===== config.mk =====
export PLATFORM = sky130hd
export DESIGN_NAME = fbc_fifo
export DESIGN_NICKNAME = d
export VERILOG_FILES = /design/src/sv/fbc_fifo.sv
export SDC_FILE = /design/constraint.sdc
export NUM_CORES = 1
export LEC_CHECK = 0
export BUFFER_PORTS_ARGS = -buffer_cell sky130_fd_sc_hd__buf_2
export CORE_ASPECT_RATIO = 0.8
export CORE_MARGIN = 1
export CORE_UTILIZATION = 47
export DETAILED_ROUTE_END_ITERATION = 8
export GPL_TIMING_DRIVEN = 0
export PLACE_DENSITY_LB_ADDON = 0.12
export RECOVER_POWER = 50
export SYNTH_ARGS = -nofsm -noshare
export SYNTH_HDL_FRONTEND = slang
export SYNTH_SLANG_ARGS = --single-unit

===== constraint.sdc =====
create_clock -name clk_i -period 2.55 [get_ports clk_i]
set_clock_uncertainty 0.2 [all_clocks]
set_input_delay 0.1275 -clock clk_i [delete_from_list [all_inputs] [get_ports clk_i]]
set_output_delay 0.1275 -clock clk_i [all_outputs]
set_load 0.01 [all_outputs]

===== src/sv/fbc_fifo.sv =====
// fbc_fifo: small synchronous queue of registers with show-ahead read.
// No dependencies. Used between front and back and on the result side.

module fbc_fifo #(
  parameter int unsigned Width = 8,
  parameter int unsigned Depth = 4
) (
  input  logic             clk_i,
  input  logic             rst_ni,
  input  logic             push_i,
  input  logic [Width-1:0] data_i,
  output logic             full_o,
  input  logic             pop_i,
  output logic [Width-1:0] data_o,
  output logic             empty_o
);

  localparam int unsigned PtrWidth = (Depth > 1) ? $clog2(Depth) : 1;
  localparam int unsigned CntWidth = $clog2(Depth + 1);

  logic [Width-1:0]    mem_q [Depth];
  logic [PtrWidth-1:0] wr_ptr_q, wr_ptr_d;
  logic [PtrWidth-1:0] rd_ptr_q, rd_ptr_d;
  logic [CntWidth-1:0] count_q, count_d;
  logic                do_push, do_pop;

  assign full_o  = (count_q == CntWidth'(Depth));
  assign empty_o = (count_q == '0);
  assign do_push = push_i && !full_o;
  assign do_pop  = pop_i && !empty_o;
  assign data_o  = mem_q[rd_ptr_q];

  // pointer and fill count update
  always_comb begin
    wr_ptr_d = wr_ptr_q;
    rd_ptr_d = rd_ptr_q;
    count_d  = count_q;
    if (do_push) begin
      wr_ptr_d = (wr_ptr_q == PtrWidth'(Depth - 1)) ? '0 : wr_ptr_q + 1'b1;
    end
    if (do_pop) begin
      rd_ptr_d = (rd_ptr_q == PtrWidth'(Depth - 1)) ? '0 : rd_ptr_q + 1'b1;
    end
    if (do_push && !do_pop) begin
      count_d = count_q + 1'b1;
    end else if (do_pop && !do_push) begin
      count_d = count_q - 1'b1;
    end
  end

  always_ff @(posedge clk_i or negedge rst_ni) begin
    if (!rst_ni) begin
      wr_ptr_q <= '0;
      rd_ptr_q <= '0;
      count_q  <= '0;
    end else begin
      wr_ptr_q <= wr_ptr_d;
      rd_ptr_q <= rd_ptr_d;
      count_q  <= count_d;
    end
  end

  // storage, no reset needed
  always_ff @(posedge clk_i) begin
    if (do_push) begin
      mem_q[wr_ptr_q] <= data_i;
    end
  end

endmodule


* Word level (Yosys, flattened, before mapping)
Memories as Yosys holds them, arrays and structs flattened.
Index checks and enable logic that the tools add are counted.
** Operators by class
- Mux-type cells :: 6
- Reduce and logical (&&, ||, !) cells :: 10
- Add/sub/neg operators :: 4
- Eq/ne operators :: 3
** Operators by type and width (count)
- 3-bit two-way mux :: 2
- 2-bit by 1-bit adder with 2-bit output (second input constant) :: 2
- 2-bit equality test (second input constant) :: 2
- 1-bit logical AND :: 4
- 1-bit logical NOT :: 4
- 2-bit two-way mux :: 2
- 3-bit by 1-bit adder with 3-bit output (second input constant) :: 1
- 3-bit equality test (second input constant) :: 1
- 3-bit logical NOT :: 1
- 3-bit by 1-bit subtractor with 3-bit output (second input constant) :: 1
- 1-bit two-way mux :: 2
- 2-bit nonzero test :: 1
** Storage, ports and cells
- Input port bits :: 12
- Output and inout bits :: 10
- RAM bits :: 32
- Word-level logic and storage cells :: 27
- Memories :: 1
- Bits in registers :: 7
** Memory list
- mem_q :: depth 4, width 8, rd ports 1, clocked after memory_dff 0, write ports 1, RTL line 21 : logic [Width-1:0] mem_q [Depth];

* Depth between registers and ports, before layout
- Depth in word-level cells :: 7
- Depth in mapped cells :: 9
- Depth with buffers taken out :: 8

* Worst setup path before layout
Ideal clock, no wire load.
- Path kind :: register -> register
- From :: reg count_q[0]
- To :: reg count_q[2]
- Path buffers :: 0
- Path slack :: 0.286 ns
- Stages on the path, launching flop included :: 9
- Required time :: 2.271 ns
- Clock period less this slack :: 2.264 ns
- Arrival :: 1.984 ns
- Setup time :: 0.079 ns
- Cell sequence :: dfrtp_1 > nor3_1 > nand2b_4 > ha_1 > inv_1 > fa_1 > xor2_1 > nor2_1 > xor2_1
** On the way
- Cells in the longest elaborated chain, start to end :: 6
- Elaborated cells between the ends (all ways) :: 15
- Those cells by class :: add/sub (2); eq/ne (1); mux (2); reduce/logical (10)
** Ends and longest elaborated chain
- from (decl) :: RTL line 24 : logic [CntWidth-1:0] count_q, count_d;
- from (signal assigned) :: RTL line 59 : count_q <= count_d;
- 3-bit logical NOT (*) :: RTL line 28 : assign empty_o = (count_q == '0);
- net empty_o :: RTL line 15 : output logic empty_o
- 1-bit logical NOT (*) :: RTL line 30 : assign do_pop = pop_i && !empty_o;
- 1-bit logical AND (*) :: RTL line 30
- 1-bit logical NOT :: RTL line 44 : if (do_push && !do_pop) begin
- 1-bit logical AND :: RTL line 44
- 3-bit two-way mux / 2-bit nonzero test (equally long branches)
Mark *: on every way through the listed nets, which the timed path passes. The rest lies on a longest branch. The select of a mux whose other input is x is not followed.
A chain may end at the register's enable or synchronous reset.

* Worst setup path in the final report
- From :: reg count_q[0]
- To :: reg count_q[2]
** On the way
- Cells in the longest elaborated chain, start to end :: 6
- Elaborated cells between the ends (all ways) :: 15
- Those cells by class :: add/sub (2); eq/ne (1); mux (2); reduce/logical (10)
** Ends and longest elaborated chain
- parallel branches: the longest is 6 deep, another holds 3-bit by 1-bit subtractor with 3-bit output
Parallel ways; which one is timed is not known. The select of a mux whose other input is x is not followed.

==> qor.yml <==
outcome:
  status: "completed"
timing:
  fin_crit_ns: 2.27
  drv_slew: 0
  hold_viol: 0
  fin_setup_tns_ns: 0
  period_share_pct: 89.2
  setup_viol: 0
  max_freq_ghz: 0.440
  slew-limit-headroom_pct: 62.6
  rsz0062_at_grt: "no"
  worstMarginPinSlew_ns: 0.561
global_route:
  antenna_found_initial: 0
  gr-usage-all-layers_pct: 16.7
  grt_pass1_vias: 812
  grt_max_degree: 13
  gr-total-overflow: 0
  grt_pass1_wl_um: 3970
clock_network:
  post_cts_buffers: 0
  root_buffer: "clkbuf_8"
  cts_tree: "yes"
  cts_buffers: 5
  htreeDepth: 2
  post_cts_resized: 0
  cts_sinks: 39
  insertion_delay_ns: 0.28
  clockBufferDepth: 2
  clkSlewWorstSetupHoldPaths_ns: 0.07
final_layout:
  drive_gt1_share_pct: 32.5
  nFillCells: 235
  syn_to_final_growth_pct: 20.2
  multi_input_area_um2: 430
  final_area_um2: 1950
  seq_area_um2: 1140
  nets: 135
  antennaDiodeCount: 0
logic_synthesis:
  synth.distinct_cells: 19
  ys_warn_count: 0
  synth_ff_type: "edfxtp_1"
  synth_area_per_cell_um2: 20.5
  yosysTopAreaCellShare_pct: 59.3
  synth_enable_flop_cells: 32
  syn_area_um2: 1620
  synth_area_leader_cell: "edfxtp_1"
  synthTopCellsByCount: "edfxtp_1 (32), mux4_2 (8), dfrtp_1 (7)"
  synth_area_leaders: "edfxtp_1 (59%), mux4_2 (11%), dfrtp_1 (11%), ha_1 (4.6%), mux2_2 (2.1%)"
  syn_inst: 79
  yosysMostFrequentCell: "edfxtp_1"
  yosysSeqAreaShare_pct: 70.1
  ys_ff_latch: 39
  syn_nets: 98
  async_flop_share_pct: 17.9
power_and_ir_drop:
  clkPwrFrac_pct: 23.7
  switching_share_pct: 28.9
  total_power_uw: 2180
  p_sw_uw: 630
  p_leak_uw: 0.000724
  ir_drop_uv: 613
  power_frac_comb_pct: 33.1
  power_frac_seq_pct: 43.3
  p_int_uw: 1550
  power_density_nw_per_um2: 1120
floorplan:
  die_h_um: 54.5
  std_cell_rows: 18
  coreArea_um2: 3180
  start_util_pct: 51.0
  die_w_um: 67.6
  dieArea_um2: 3690
  io_pins: 22
setup_path:
  cp.arrival_ns: 2.28
  reg2reg_slack_ns: 0.28
  start_kind: "flop"
  crit_fanout: 4
  reg2reg_depth: 8
  cp-end-kind: "flop"
  criticalPathCategory: "flop to flop"
  reg2reg_to: "count_q[2]$_DFFE_PN0P_"
  regToRegStartpoint: "count_q[0]$_DFFE_PN0P_"
  required_ns: 2.56
worst_hold_path:
  hold_end: "rd_ptr_q[0]$_DFFE_PN0P_"
  min_path_type: "input port to flop"
  hold_depth: 3
  min-delay-start: "pop_i"
placed_design:
  place_area_um2: 1780
  place.gp.congestion: 0.605
  portBuffers: 21
  dpl.hpwl_um: 1810
detailed_routing:
  ant_nets: 0
  vias: 795
  wl_um: 2500
  firstDrtPassIters: 3
  drt_iter0_markers: 47
  wl_per_cell_um: 15.9
  route.detailed.drc: 0
  via_per_inst: 5.06
run:
  max-cap-violations: 0
## through the flow
stage          utilization (%)  setup slack (ns)  hold slack (ns)  std cells
2_1_floorplan                -             0.286           -0.368         79
4_1_cts                   62.5             0.245          0.00817        157
5_1_grt                   61.3             0.121           0.0984        157
6_report                  61.3             0.276           0.0771        157
3_5_place_dp              55.9             0.283           -0.226        140
3_3_place_gp              55.9             0.399           -0.229        140
## worst max-delay path by stage
stage | startpoint | depth (start not counted) | end | slack (ns)
after floorplan | count_q[0]$_DFFE_PN0P_ | 8 | count_q[2]$_DFFE_PN0P_ | 0.29
after global placement | count_q[0]$_DFFE_PN0P_ | 8 | count_q[2]$_DFFE_PN0P_ | 0.40
after detailed placement | count_q[0]$_DFFE_PN0P_ | 8 | count_q[2]$_DFFE_PN0P_ | 0.28
after CTS | count_q[0]$_DFFE_PN0P_ | 8 | count_q[2]$_DFFE_PN0P_ | 0.25
after global routing | count_q[0]$_DFFE_PN0P_ | 8 | count_q[2]$_DFFE_PN0P_ | 0.12
final | count_q[0]$_DFFE_PN0P_ | 8 | count_q[2]$_DFFE_PN0P_ | 0.28
## registers in the layout (all words and copies together), names as in the netlist
name / count
count_q: 3
mem_q: 32
rd_ptr_q: 2
wr_ptr_q: 2
## layout by cell type, fill, tap and decap left out
cell / instances
mux4_2: 8
mux2_2: 3
ha_1: 6
buf_1: 1
dlygate4sd3_1: 9
nand2b_1: 1
xnor2_1: 1
inv_1: 3
edfxtp_1: 32
clkbuf_8: 6
xor2_1: 2
clkinv_2: 1
nor2b_2: 1
nor3_1: 1
nor3b_1: 1
nor2_1: 3
buf_2: 12
mux2_4: 1
dfrtp_1: 7
buf_6: 1
fa_1: 1
mux2_1: 1
bufinv_16: 1
and2_2: 4
clkbuf_1: 10
## layout make-up
type,count,area share [%]
sequential,39,58.3
multi-input combinational,34,22.1
timing repair buffer,30,9.38
clock buffer,6,4.24
tap,40,2.57
clock inverter,2,1.80
buffer,3,1.03
inverter,3,0.578
## cells by family (layout without fill, tap and decap cells)
kind of cell	count (synthesis)	in the layout	share of synthesized area (%)
and+or+nand+nor	11	11	5.41
xor gates and xnor gates	3	3	1.62
adders and majority gates	7	7	5.87
DFF	39	39	70.1
buffers and inverters	6	44	1.93
muxes	13	13	15.1
## power by group through the flow
stage                     Sequential [uW]  Combinational, uW  Clock [uW]
after floorplan                       942                551           0
after global placement                955                725           0
after detailed placement              967                761           0
after CTS                             956                771         527
after global routing                  961                813         549
final                                 944                721         516
## worst max-delay path, cell delays in order (launching register included)
cell and delay (ns):
dfrtp_1 0.45, nor3_1 0.28, nand2b_1 0.22, ha_1 0.21
inv_1 0.06, fa_1 0.37, xor2_1 0.15, nor2_1 0.11
xor2_1 0.15
## layer usage
metal  vias to the layer above  track usage [%]  routed length, um
met5                         -                0                  0
met4                         0             6.38                 17
met3                         4             5.42                 87
met2                        13             27.6               1310
met1                       403             20.6               1080
li1                        375                -                  -
## repair_timing
item | in CTS | in global routing
endpoints found under the hold margin | 39 | 0
endpoints found under the setup margin | 0 | 0
hold buffers | 9 | 0
(Power assumes the default switching activity.)
