<file path="src/sv/fbc_pkg.sv">
// fbc_pkg: shared types, constants and register codes of the frustum box cull block.
// No dependencies. fbc_front, fbc_back and frustum_box_cull import it.

package fbc_pkg;

  // item geometry
  localparam int unsigned CoordWidth  = 16;
  localparam int unsigned CoefWidth   = 16;
  localparam int unsigned NumPlanes   = 6;
  localparam int unsigned NumCoefs    = 4;
  localparam int unsigned PlaneWidth  = CoefWidth * NumCoefs;
  localparam int unsigned CfgIdxWidth = 3;

  // exact dot product widths: one product, then three products plus offset
  localparam int unsigned ProdWidth = CoefWidth + CoordWidth;
  localparam int unsigned SumWidth  = ProdWidth + 2;

  // coefficient slots inside one packed plane word, a lowest
  localparam int unsigned CoefA = 0;
  localparam int unsigned CoefB = 1;
  localparam int unsigned CoefC = 2;
  localparam int unsigned CoefD = 3;

  // default queue depths
  localparam int unsigned MidDepthDefault = 4;
  localparam int unsigned OutDepthDefault = 2;

  // configuration register indexes
  typedef enum logic [CfgIdxWidth-1:0] {
    CfgPlane0 = 3'd0,
    CfgPlane1 = 3'd1,
    CfgPlane2 = 3'd2,
    CfgPlane3 = 3'd3,
    CfgPlane4 = 3'd4,
    CfgPlane5 = 3'd5
  } cfg_idx_e;

  // one input request: a box corner
  typedef struct packed {
    logic signed [CoordWidth-1:0] corner_x;
    logic signed [CoordWidth-1:0] corner_y;
    logic signed [CoordWidth-1:0] corner_z;
    logic                         last_corner;
  } corner_t;

  // one result request: the verdict for a box
  typedef struct packed {
    logic box_outside;
    logic box_inside;
  } result_t;

  // classified corner passed from front to back
  typedef struct packed {
    logic [NumPlanes-1:0] in_bits;
    logic                 last;
  } cls_t;

endpackage

</file>
<file path="src/sv/fbc_fifo.sv">
// fbc_fifo: small synchronous queue of registers with show-ahead read.
// No dependencies. Used between front and back and on the result side.

module fbc_fifo #(
  parameter int unsigned Width = 8,
  parameter int unsigned Depth = 4
) (
  input  logic             clk_i,
  input  logic             rst_ni,
  input  logic             push_i,
  input  logic [Width-1:0] data_i,
  output logic             full_o,
  input  logic             pop_i,
  output logic [Width-1:0] data_o,
  output logic             empty_o
);

  localparam int unsigned PtrWidth = (Depth > 1) ? $clog2(Depth) : 1;
  localparam int unsigned CntWidth = $clog2(Depth + 1);

  logic [Width-1:0]    mem_q [Depth];
  logic [PtrWidth-1:0] wr_ptr_q, wr_ptr_d;
  logic [PtrWidth-1:0] rd_ptr_q, rd_ptr_d;
  logic [CntWidth-1:0] count_q, count_d;
  logic                do_push, do_pop;

  assign full_o  = (count_q == CntWidth'(Depth));
  assign empty_o = (count_q == '0);
  assign do_push = push_i && !full_o;
  assign do_pop  = pop_i && !empty_o;
  assign data_o  = mem_q[rd_ptr_q];

  // pointer and fill count update
  always_comb begin
    wr_ptr_d = wr_ptr_q;
    rd_ptr_d = rd_ptr_q;
    count_d  = count_q;
    if (do_push) begin
      wr_ptr_d = (wr_ptr_q == PtrWidth'(Depth - 1)) ? '0 : wr_ptr_q + 1'b1;
    end
    if (do_pop) begin
      rd_ptr_d = (rd_ptr_q == PtrWidth'(Depth - 1)) ? '0 : rd_ptr_q + 1'b1;
    end
    if (do_push && !do_pop) begin
      count_d = count_q + 1'b1;
    end else if (do_pop && !do_push) begin
      count_d = count_q - 1'b1;
    end
  end

  always_ff @(posedge clk_i or negedge rst_ni) begin
    if (!rst_ni) begin
      wr_ptr_q <= '0;
      rd_ptr_q <= '0;
      count_q  <= '0;
    end else begin
      wr_ptr_q <= wr_ptr_d;
      rd_ptr_q <= rd_ptr_d;
      count_q  <= count_d;
    end
  end

  // storage, no reset needed
  always_ff @(posedge clk_i) begin
    if (do_push) begin
      mem_q[wr_ptr_q] <= data_i;
    end
  end

endmodule

</file>
<file path="src/sv/fbc_back.sv">
// fbc_back: per-plane all-in / all-out gathering and the result queue.
// Depends on fbc_pkg and fbc_fifo. Takes classified corners from the middle queue.

module fbc_back #(
  parameter int unsigned OutDepth = fbc_pkg::OutDepthDefault
) (
  input  logic              clk_i,
  input  logic              rst_ni,
  input  logic              cls_empty_i,
  input  fbc_pkg::cls_t     cls_i,
  output logic              cls_pop_o,
  input  logic              pop_i,
  output logic              empty_o,
  output fbc_pkg::result_t  result_o
);

  import fbc_pkg::*;

  logic [NumPlanes-1:0] all_in_q, all_in_d;
  logic [NumPlanes-1:0] all_out_q, all_out_d;
  logic [NumPlanes-1:0] new_in, new_out;
  logic                 res_full, res_push;
  result_t              res_d;
  logic [$bits(result_t)-1:0] res_rdata;

  // a last corner waits until the result queue has room
  assign cls_pop_o = !cls_empty_i && (!cls_i.last || !res_full);
  assign res_push  = cls_pop_o && cls_i.last;

  // fold this corner into the running flags
  always_comb begin
    new_in    = all_in_q & cls_i.in_bits;
    new_out   = all_out_q & ~cls_i.in_bits;
    res_d     = '{box_outside: |new_out, box_inside: &new_in};
    all_in_d  = all_in_q;
    all_out_d = all_out_q;
    if (cls_pop_o) begin
      if (cls_i.last) begin
        all_in_d  = '1;
        all_out_d = '1;
      end else begin
        all_in_d  = new_in;
        all_out_d = new_out;
      end
    end
  end

  always_ff @(posedge clk_i or negedge rst_ni) begin
    if (!rst_ni) begin
      all_in_q  <= '1;
      all_out_q <= '1;
    end else begin
      all_in_q  <= all_in_d;
      all_out_q <= all_out_d;
    end
  end

  // result queue toward the consumer
  fbc_fifo #(
    .Width ($bits(result_t)),
    .Depth (OutDepth)
  ) u_res_fifo (
    .clk_i   (clk_i),
    .rst_ni  (rst_ni),
    .push_i  (res_push),
    .data_i  (res_d),
    .full_o  (res_full),
    .pop_i   (pop_i),
    .data_o  (res_rdata),
    .empty_o (empty_o)
  );

  assign result_o = result_t'(res_rdata);

endmodule

</file>
<file path="config.mk">
export PLATFORM = sky130hd
export DESIGN_NAME = fbc_back
export DESIGN_NICKNAME = d
export VERILOG_FILES = /design/src/sv/fbc_pkg.sv /design/src/sv/fbc_fifo.sv /design/src/sv/fbc_back.sv
export SDC_FILE = /design/constraint.sdc
export NUM_CORES = 1
export LEC_CHECK = 0
export ABC_AREA = 0
export BUFFER_PORTS_ARGS = -buffer_cell sky130_fd_sc_hd__buf_2
export CORE_MARGIN = 4
export CORE_UTILIZATION = 44
export DETAILED_ROUTE_END_ITERATION = 12
export SLEW_MARGIN = 5
export SYNTH_ARGS = -nofsm -noshare
export SYNTH_HDL_FRONTEND = slang
export SYNTH_HIERARCHICAL = 1
export SYNTH_SLANG_ARGS = --single-unit
</file>
<file path="constraint.sdc">
create_clock -name clk_i -period 2.1 [get_ports clk_i]
set_input_delay 0.105 -clock clk_i [delete_from_list [all_inputs] [get_ports clk_i]]
set_output_delay 0.105 -clock clk_i [all_outputs]
set_load 0.01 [all_outputs]
</file>
# Word level (Yosys, flattened, before mapping)
# Memory sizes are Yosys's and may differ from the RTL's.
# Cells that the tools add are included.
[totals]
regBits = 16
ram_bits = 4
in_bits = 11
output_inout_bits = 4
mem_count = 1
[memory_table]
columns = ["name", "words", "width", "read_ports", "rd_clocked_by_memory_dff", "write_ports", "line_no", "source"]
rows = [
  ["u_res_fifo.mem_q", 2, 2, 1, 0, 1, "fbc_fifo.sv:21", "logic [Width-1:0] mem_q [Depth];"],
]
[classes]
addsub = 4
n_eq_ne = 1
n_mux = 8
bitwise = 3
n_reduce_logical = 17
[ops]
columns = ["operator", "n"]
rows = [
  ["6-bit AND", 2],
  ["6-bit two-way mux", 2],
  ["1-bit logical AND", 6],
  ["1-bit zero test", 6],
  ["6-bit NOT", 1],
  ["6-bit AND reduction", 1],
  ["6-bit OR reduction", 1],
  ["1-bit two-way mux", 4],
  ["2-bit two-way mux", 2],
  ["1-bit adder, second input constant", 2],
  ["2-bit by 1-bit adder with 2-bit output, second input constant", 1],
  ["2-bit equality test, second input constant", 1],
  ["2-bit zero test", 1],
  ["2-bit nonzero test", 1],
  ["2-bit by 1-bit subtractor with 2-bit output, second input constant", 1],
  ["1-bit logical OR", 1],
]

# Depth between registers and ports, before layout
# Gate-level depths: netlist of the first run.
[depth]
ltp_word = 10
mapped_depth = 11

# By module
# The synthesis of the first run kept the hierarchy.
[modules_own_cells]
columns = ["mod", "n_inst", "cells_per_inst", "area_each_um2"]
rows = [
  ["fbc_back", 1, 68, 615.6],
  ["fbc_fifo", 1, 25, 339.1],
]

# Worst setup path before layout of the first run
# Ideal clock, no wire load.
[synth_path]
kind = "register to register"
from = "register u_res_fifo.count_q[0]"
to = "register u_res_fifo.count_q[1]"
setup_ns = 0.079
arrival_ns = 1.694
setup_slack_ns = 0.327
stages_incl_launch_ff = 11
path_cell_list = "dfrtp_1 > nand2b_1 > inv_1 > nor2_2 > buf_6 > and2_1 > nand2_1 > inv_1 > ha_1 > nor2_1 > xor2_1"
[synth_between]
elab_chain_cells = 9
[synth_rtl]
columns = ["item", "line_no", "source"]
rows = [
  ["start: declaration", "fbc_fifo.sv:24", "logic [CntWidth-1:0] count_q, count_d;"],
  ["start signal: assignment", "fbc_fifo.sv:59", "count_q <= count_d;"],
  ["2-bit equality test (*)", "fbc_fifo.sv:27", "assign full_o = (count_q == CntWidth'(Depth));"],
  ["via res_full", "fbc_back.sv:22", "logic res_full, res_push;"],
  ["1-bit zero test (*)", "fbc_back.sv:27", "assign cls_pop_o = !cls_empty_i && (!cls_i.last || !res_full);"],
  ["1-bit logical OR (*)", "fbc_back.sv:27", ""],
  ["1-bit logical AND (*)", "fbc_back.sv:27", ""],
  ["1-bit logical AND (*)", "fbc_back.sv:28", "assign res_push = cls_pop_o && cls_i.last;"],
  ["via res_push", "fbc_back.sv:22", ""],
  ["1-bit logical AND (*)", "fbc_fifo.sv:29", "assign do_push = push_i && !full_o;"],
  ["via u_res_fifo.do_push", "fbc_fifo.sv:25", "logic do_push, do_pop;"],
  ["1-bit zero test", "fbc_fifo.sv:46", "end else if (do_pop && !do_push) begin"],
  ["1-bit logical AND", "fbc_fifo.sv:46", ""],
  ["2-bit nonzero test (no source line)", "--", ""],
]
# The timed path passes the listed nets; every way through them passes the cells marked *. The select of a mux whose other input is x is not followed.
# A chain may end at the register's enable or synchronous reset.

# Worst setup path after layout of the first run
[layout_path]
from = "register u_res_fifo.count_q[1]"
to = "register u_res_fifo.count_q[1]"
# The elaborated chain is that of the path after synthesis.

==> results.tsv, run 1 <==
stage	metric	value	unit
outcome	outcome	completed	
floorplan	initial_utilization	0.4769	
floorplan	io_pins	15	
setup_path	end_kind	flop	
floorplan	rows	16	
synth	ys_types	27	
timing	finClkSkew	9.399	ps
pwr	irDropWorstVdd	559.6	uV
timing	finalCriticalPeriod	1904	ps
setup_path	startpoint_type	flop	
global_route	antenna_found_initial	0	
clock_network	clkLatencyLatePin	300	ps
timing	fin_crit_sh	0.9068	
layout	fin_nets	123	
routing	dr.pass1.iters	4	
global_route	grt_pass1_wl	2891	um
layout	mostFrequentLayoutCells	o21ai_1, buf_2, dfstp_2, o21ai_0	
setup_path	cp_max_fo	13	
clock_network	cts_setup_buffers	0	
clock_network	cts_sinks	20	
global_route	grt.total_usage	0.1371	
routing	drt_iter0_drc	19	
floorplan	core_area	2002	um^2
layout	final_cells	137	
floorplan	die_w	54.58	um
routing	wl_per_cell	12.98	um
timing	setup-tns-final	0	ps
synth	yosysWarnings	6	
layout	area_growth	14.81	%
routing	wl	1778	um
timing	worst-slew-pin-transition	359.6	ps
routing	drc	0	
floorplan	die_h	54.58	um
clock_network	clock_path_buffers	2	
timing	hold_viol_final	0	
global_route	grt_start_max_net_pins	17	
setup_path	critPathKind	reg2reg	
synth	syn_nets	105	
layout	insertedDiodeCount	0	
setup_path	worstPathRequired	2280	ps
synth	yosysSeqAreaShare	0.5609	
placement	port_buffers	14	
floorplan	die-area	2979	um^2
placement	place_inst	132	
timing	setup_violations	0	
clock_network	cts_buffers	3	
placement	gp_congestion	0.7279	
hold_path	hold_class	in2reg	
pwr	fin_total_pwr	1129	uW
synth	synth_cells	93	
run	max-cap-violations	0	
synth	ys_ff_latch	20	
setup_path	cp.arrival	2090	ps
layout	drive_above_1_share	0.3455	
synth	post_synth.cell_area_avg	10.27	um^2
clock_network	htree_num_levels	1	
timing	relSlewSlack	0.7603	
placement	hpwl	1314	um
timing	fmax	525.1	MHz
synth	syn_area	954.7	um^2
pwr	powerDensity	1030	nW/um^2
clock_network	clk_pin_slew	120	ps
timing	drv_slew	0	
routing	viasPerCell	5.168	
routing	vias	708	
timing	fin_hold_ws	74.77	ps
global_route	grt-ovfl-total	0	
layout	fin_util	0.5475	
global_route	grt_pass1_vias	672	
timing	rsz0062_at_grt	false	
clock_network	cts_tree	done	
pwr	p_leak	0.0004753	uW
routing	drtAntennaViolNets	0	
clock_network	root_buffer	clkbuf_4	
==> what timing repair did <==
action                                 4_1_cts  5_1_grt
setup endpoints to repair                    0        1
resized for setup                            0        1
endpoints found under the hold margin       16        0
hold buffers                                 1        0
==> layout make-up <==
| class | instances | area [um^2] |
|---|---|---|
| Fill cell | 194 | 905.9 |
| Timing Repair Buffer | 16 | 87.58 |
| Tap cell | 27 | 33.78 |
| Inverter | 8 | 30.03 |
| Sequential cell | 20 | 535.5 |
| Multi-Input combinational cell | 62 | 372.9 |
| Clock buffer | 4 | 36.28 |
==> metal layers <==
metal  routed length (um)  GRT usage  part of all wire
met2                  892     0.2224              0.50
met5                    0          0                 0
met4                   10    0.06224            0.0056
met1                  816     0.1741              0.46
met3                   59    0.02725             0.033
==> final timing paths <==
check	cells past startpoint	slack (ps)	to	from
setup / recovery	10	200	u_res_fifo/count_q[1]	u_res_fifo/count_q[1]
hold / removal	3	70	all_in_q[3]	cls_i[4]
setup reg to reg	10	200	u_res_fifo/count_q[1]	u_res_fifo/count_q[1]
hold reg to reg	2	500	all_in_q[1]	all_in_q[1]
max in group asynchronous	2	1550	all_out_q[4]	rst_ni
min in group asynchronous	2	250	u_res_fifo/rd_ptr_q	rst_ni
==> power by group <==
part           internal, uW  total, uW  leakage [uW]  switching, uW
Clock                   106        221     0.0000210            115
Combinational           159        344      0.000248            185
Sequential              506        565      0.000207           58.4
Total                   771       1130      0.000475            358
==> worst max-delay path, cell delays in order, from the launching register on <==
cell and delay [ps]:
dfrtp_1 430, nand2b_1 120, inv_1 90, nor2_4 270, and2_1 190, nand2_1 100, inv_1 70, ha_1 160
xor2_1 160, nor2_1 70, xor2_1 140
==> logic make-up after synthesis <==
logic type,count (synthesis),synth area share
buf+inv,11,0.05374
simple gates,25,0.1389
compound gates,29,0.1638
xor+xnor,5,0.04588
fa+ha+maj,1,0.01310
mux,2,0.02359
flops,20,0.5610
==> flip-flops by register name, indices dropped and copies added (netlist names) <==
register,count
all_in_q,6
all_out_q,6
u_res_fifo/count_q,2
u_res_fifo/mem_q,4
u_res_fifo/rd_ptr_q,1
u_res_fifo/wr_ptr_q,1
==> synthesized netlist by cell type, drive strengths merged <==
cell type | count | area (um^2)
o21ai | 25 | 132.6
dfstp | 12 | 315.3
inv | 8 | 30.03
nand2 | 7 | 26.28
nor2b | 6 | 40.04
dfrtp | 4 | 100.1
edfxtp | 4 | 120.1
nor2 | 4 | 17.52
buf | 3 | 21.27
nand4 | 3 | 18.77
o22ai | 3 | 18.77
xnor2 | 3 | 26.28
mux2 | 2 | 22.52
xor2 | 2 | 17.52
a21oi | 1 | 5.000
and2 | 1 | 6.260
and3 | 1 | 6.260
ha | 1 | 12.51
nand2b | 1 | 6.260
nor3 | 1 | 5.000
or3 | 1 | 6.260
==> metrics by stage <==
stage | setup WS (ps) | area (um^2)
final | 195.7 | 1096
after CTS | 38.15 | 1091
after global routing | 33.09 | 1096
after detailed placement | 67.66 | 1045
after floorplan | 326.9 | 954.7
after global placement | 122.8 | 1045
(Power assumes the default switching activity.)
==> run 2: changes to the inputs <==
--- a/config.mk
+++ b/config.mk
@@ -10,6 +10,7 @@
 export CORE_MARGIN = 4
 export CORE_UTILIZATION = 44
 export DETAILED_ROUTE_END_ITERATION = 12
+export PLACE_DENSITY = 0.75
 export SLEW_MARGIN = 5
 export SYNTH_ARGS = -nofsm -noshare
 export SYNTH_HDL_FRONTEND = slang
==> run 2 against run 1 <==
Compared with the run above:
- clock skew shrank 6.6 ps
- count of clock-buffer cells in the layout fell by 1
- combinational power fell by 6.4%
- final cell count unchanged
- routed wire length is 5.9% lower
- highest routed layer unchanged
==> results.tsv, run 2 (same netlist as run 1, synthesis figures left out) <==
stage	metric	value	unit	change
outcome	outcome	completed		
layout	mostFrequentLayoutCells	o21ai_1, buf_2, dfstp_2, o21ai_0		
timing	relSlewSlack	0.7598		about the same
hold_path	hold_class	in2reg		
placement	dp_slack	2.254	ps	-65.40 ps
layout	largest_registers	all_in_q x6, all_out_q x6, u_res_fifo/mem_q x4		
timing	setup-tns-final	0	ps	unchanged
setup_path	crit_slowest_cell	dfrtp_1		
routing	viasPerCell	5.146		-0.42%
layout	final_cells	137		unchanged
setup_path	cp.arrival	2080	ps	about the same
timing	fin_crit_sh	0.8855		-0.02135
global_route	grt_pass1_wl	2822	um	-2.4%
pwr	irDropWorstVdd	471.1	uV	-16%
floorplan	die-area	2979	um^2	unchanged
timing	rsz0062_at_grt	false		
routing	drc	0		unchanged
floorplan	core_area	2002	um^2	unchanged
timing	hold_viol_final	0		unchanged
global_route	grt-ovfl-total	0		unchanged
timing	setup_slack	240.5	ps	+44.83 ps
setup_path	startpoint_type	flop		
layout	stdcell_area	1086	um^2	-0.91%
setup_path	worstPathRequired	2320	ps	+40 ps
global_route	grt.total_usage	0.1366		-0.0005183
routing	vias	705		-0.42%
setup_path	critPathKind	reg2reg		
clock_network	cts_tree	done		
floorplan	initial_utilization	0.4769		unchanged
global_route	grt_start_max_net_pins	17		unchanged
floorplan	rows	16		unchanged
placement	place_inst	131		-0.76%
routing	wl_per_cell	12.21	um	-5.9%
pwr	powerDensity	997.4	nW/um^2	-3.2%
timing	finalCriticalPeriod	1859	ps	-44.83 ps
pwr	p_leak	0.0004694	uW	-1.2%
placement	postPlaceCellArea	1037	um^2	-0.72%
run	max-cap-violations	0		unchanged
layout	area_growth	13.76	%	
clock_network	clk_pin_slew	110	ps	about the same
routing	wl	1673	um	-5.9%
clock_network	cts_buffers	3		unchanged
setup_path	worstPathCellList	nand2b_1 -> inv_1 -> nor2_4 -> and2_1 -> nand2_1 -> inv_1 -> ha_1 -> xor2_1 -> nor2_1 -> xor2_1		
placement	gp_congestion	0.7910		+8.7%
setup_path	cp_max_fo	5		-8
timing	fmax	537.8	MHz	+2.4%
floorplan	die_h	54.58	um	unchanged
timing	drv_slew	0		unchanged
routing	dr.pass1.iters	4		unchanged
layout	insertedDiodeCount	0		unchanged
routing	drtAntennaViolNets	0		unchanged
placement	port_buffers	14		unchanged
routing	drt_iter0_drc	13		-6
layout	fin_nets	123		unchanged
global_route	antenna_found_initial	0		unchanged
floorplan	die_w	54.58	um	unchanged
clock_network	root_buffer	clkbuf_4		
clock_network	clock_path_buffers	2		unchanged
setup_path	critical-path-max-stage-delay	450	ps	+20 ps
timing	finClkSkew	2.815	ps	-6.584 ps
setup_path	end_kind	flop		
timing	worst-slew-pin-transition	360.3	ps	+0.7293 ps
layout	drive_above_1_share	0.3364		-0.009091
clock_network	clkLatencyLatePin	300	ps	about the same
hold_path	hold_path_depth	3		unchanged
floorplan	io_pins	15		unchanged
global_route	grt_pass1_vias	684		+1.8%
clock_network	cts_sinks	20		unchanged
clock_network	htree_num_levels	1		unchanged
timing	setup_violations	0		unchanged
placement	hpwl	1225	um	-6.8%
setup_path	r2r_cells	10		unchanged
layout	fillers	184		-5.2%
==> run 2: changes by cell type in the layout (fill, tap and decap cells not counted), sizes merged <==
cell / change
clkbuf: -1
clkinv: +1
==> run 2: power breakdown <==
part	leakage [uW]	internal [uW]	total (uW)	switching (uW)
sequential	0.000207	506	578	71.9
combinational	0.000247	151	322	171
clock	0.0000154	69.2	183	114
total	0.000469	727	1080	356
==> run 2: through the flow <==
stage / hold WS [ps] / power [uW] / util
2_1_floorplan: -190.6 / 809.2 / -
3_3_place_gp: 38.98 / 877.4 / 0.5181
3_5_place_dp: 36.84 / 894.0 / 0.5181
4_1_cts: 71.19 / 1082 / 0.5388
5_1_grt: 100.3 / 1162 / 0.5425
6_report: 80.79 / 1083 / 0.5425
==> run 2: worst paths after layout <==
path,startpoint,to,slack [ps]
worst max register to register,u_res_fifo/count_q[0],u_res_fifo/count_q[1],240
max in group asynchronous,rst_ni,all_out_q[1],1560
worst min register to register,all_out_q[4],all_out_q[4],490
worst min-delay path,cls_i[2],all_in_q[1],80
min in group asynchronous,rst_ni,u_res_fifo/rd_ptr_q,230
worst max-delay path,u_res_fifo/count_q[0],u_res_fifo/count_q[1],240
==> run 2: worst max-delay path, delay by kind of cell, from the launching register on <==
kind	cells	cell delay, ps
xor gates and xnor gates	2	310
adders and majority gates	1	210
and+or+nand+nor	5	630
DFF	1	450
buffers and inverters	2	200
==> run 2: cell type report <==
class,instances,area [um^2],share of cell area
Clock buffer,3,22.52,0.02074
Tap cell,27,33.78,0.03111
Inverter,8,30.03,0.02765
Timing Repair Buffer,16,87.58,0.08065
Sequential cell,20,535.5,0.4931
Multi-Input combinational cell,62,372.9,0.3433
Clock inverter,1,3.754,0.003456
==> run 2: per-layer routing <==
layer	track usage	routed length, um	share of wire	vias up
li1	-	-	-	353
met1	0.1765	777	0.46	319
met2	0.2047	764	0.46	29
met3	0.03270	96	0.057	4
met4	0.08299	34	0.020	0
met5	0	0	0	-
==> run 2: what timing repair did <==
item	4_1_cts	5_1_grt
pin swaps	0	1
buffers inserted	0	1
gates cloned	0	0
endpoints found under the hold margin	4	0
resized for setup	1	0
hold buffers	1	0
setup endpoints to repair	1	1
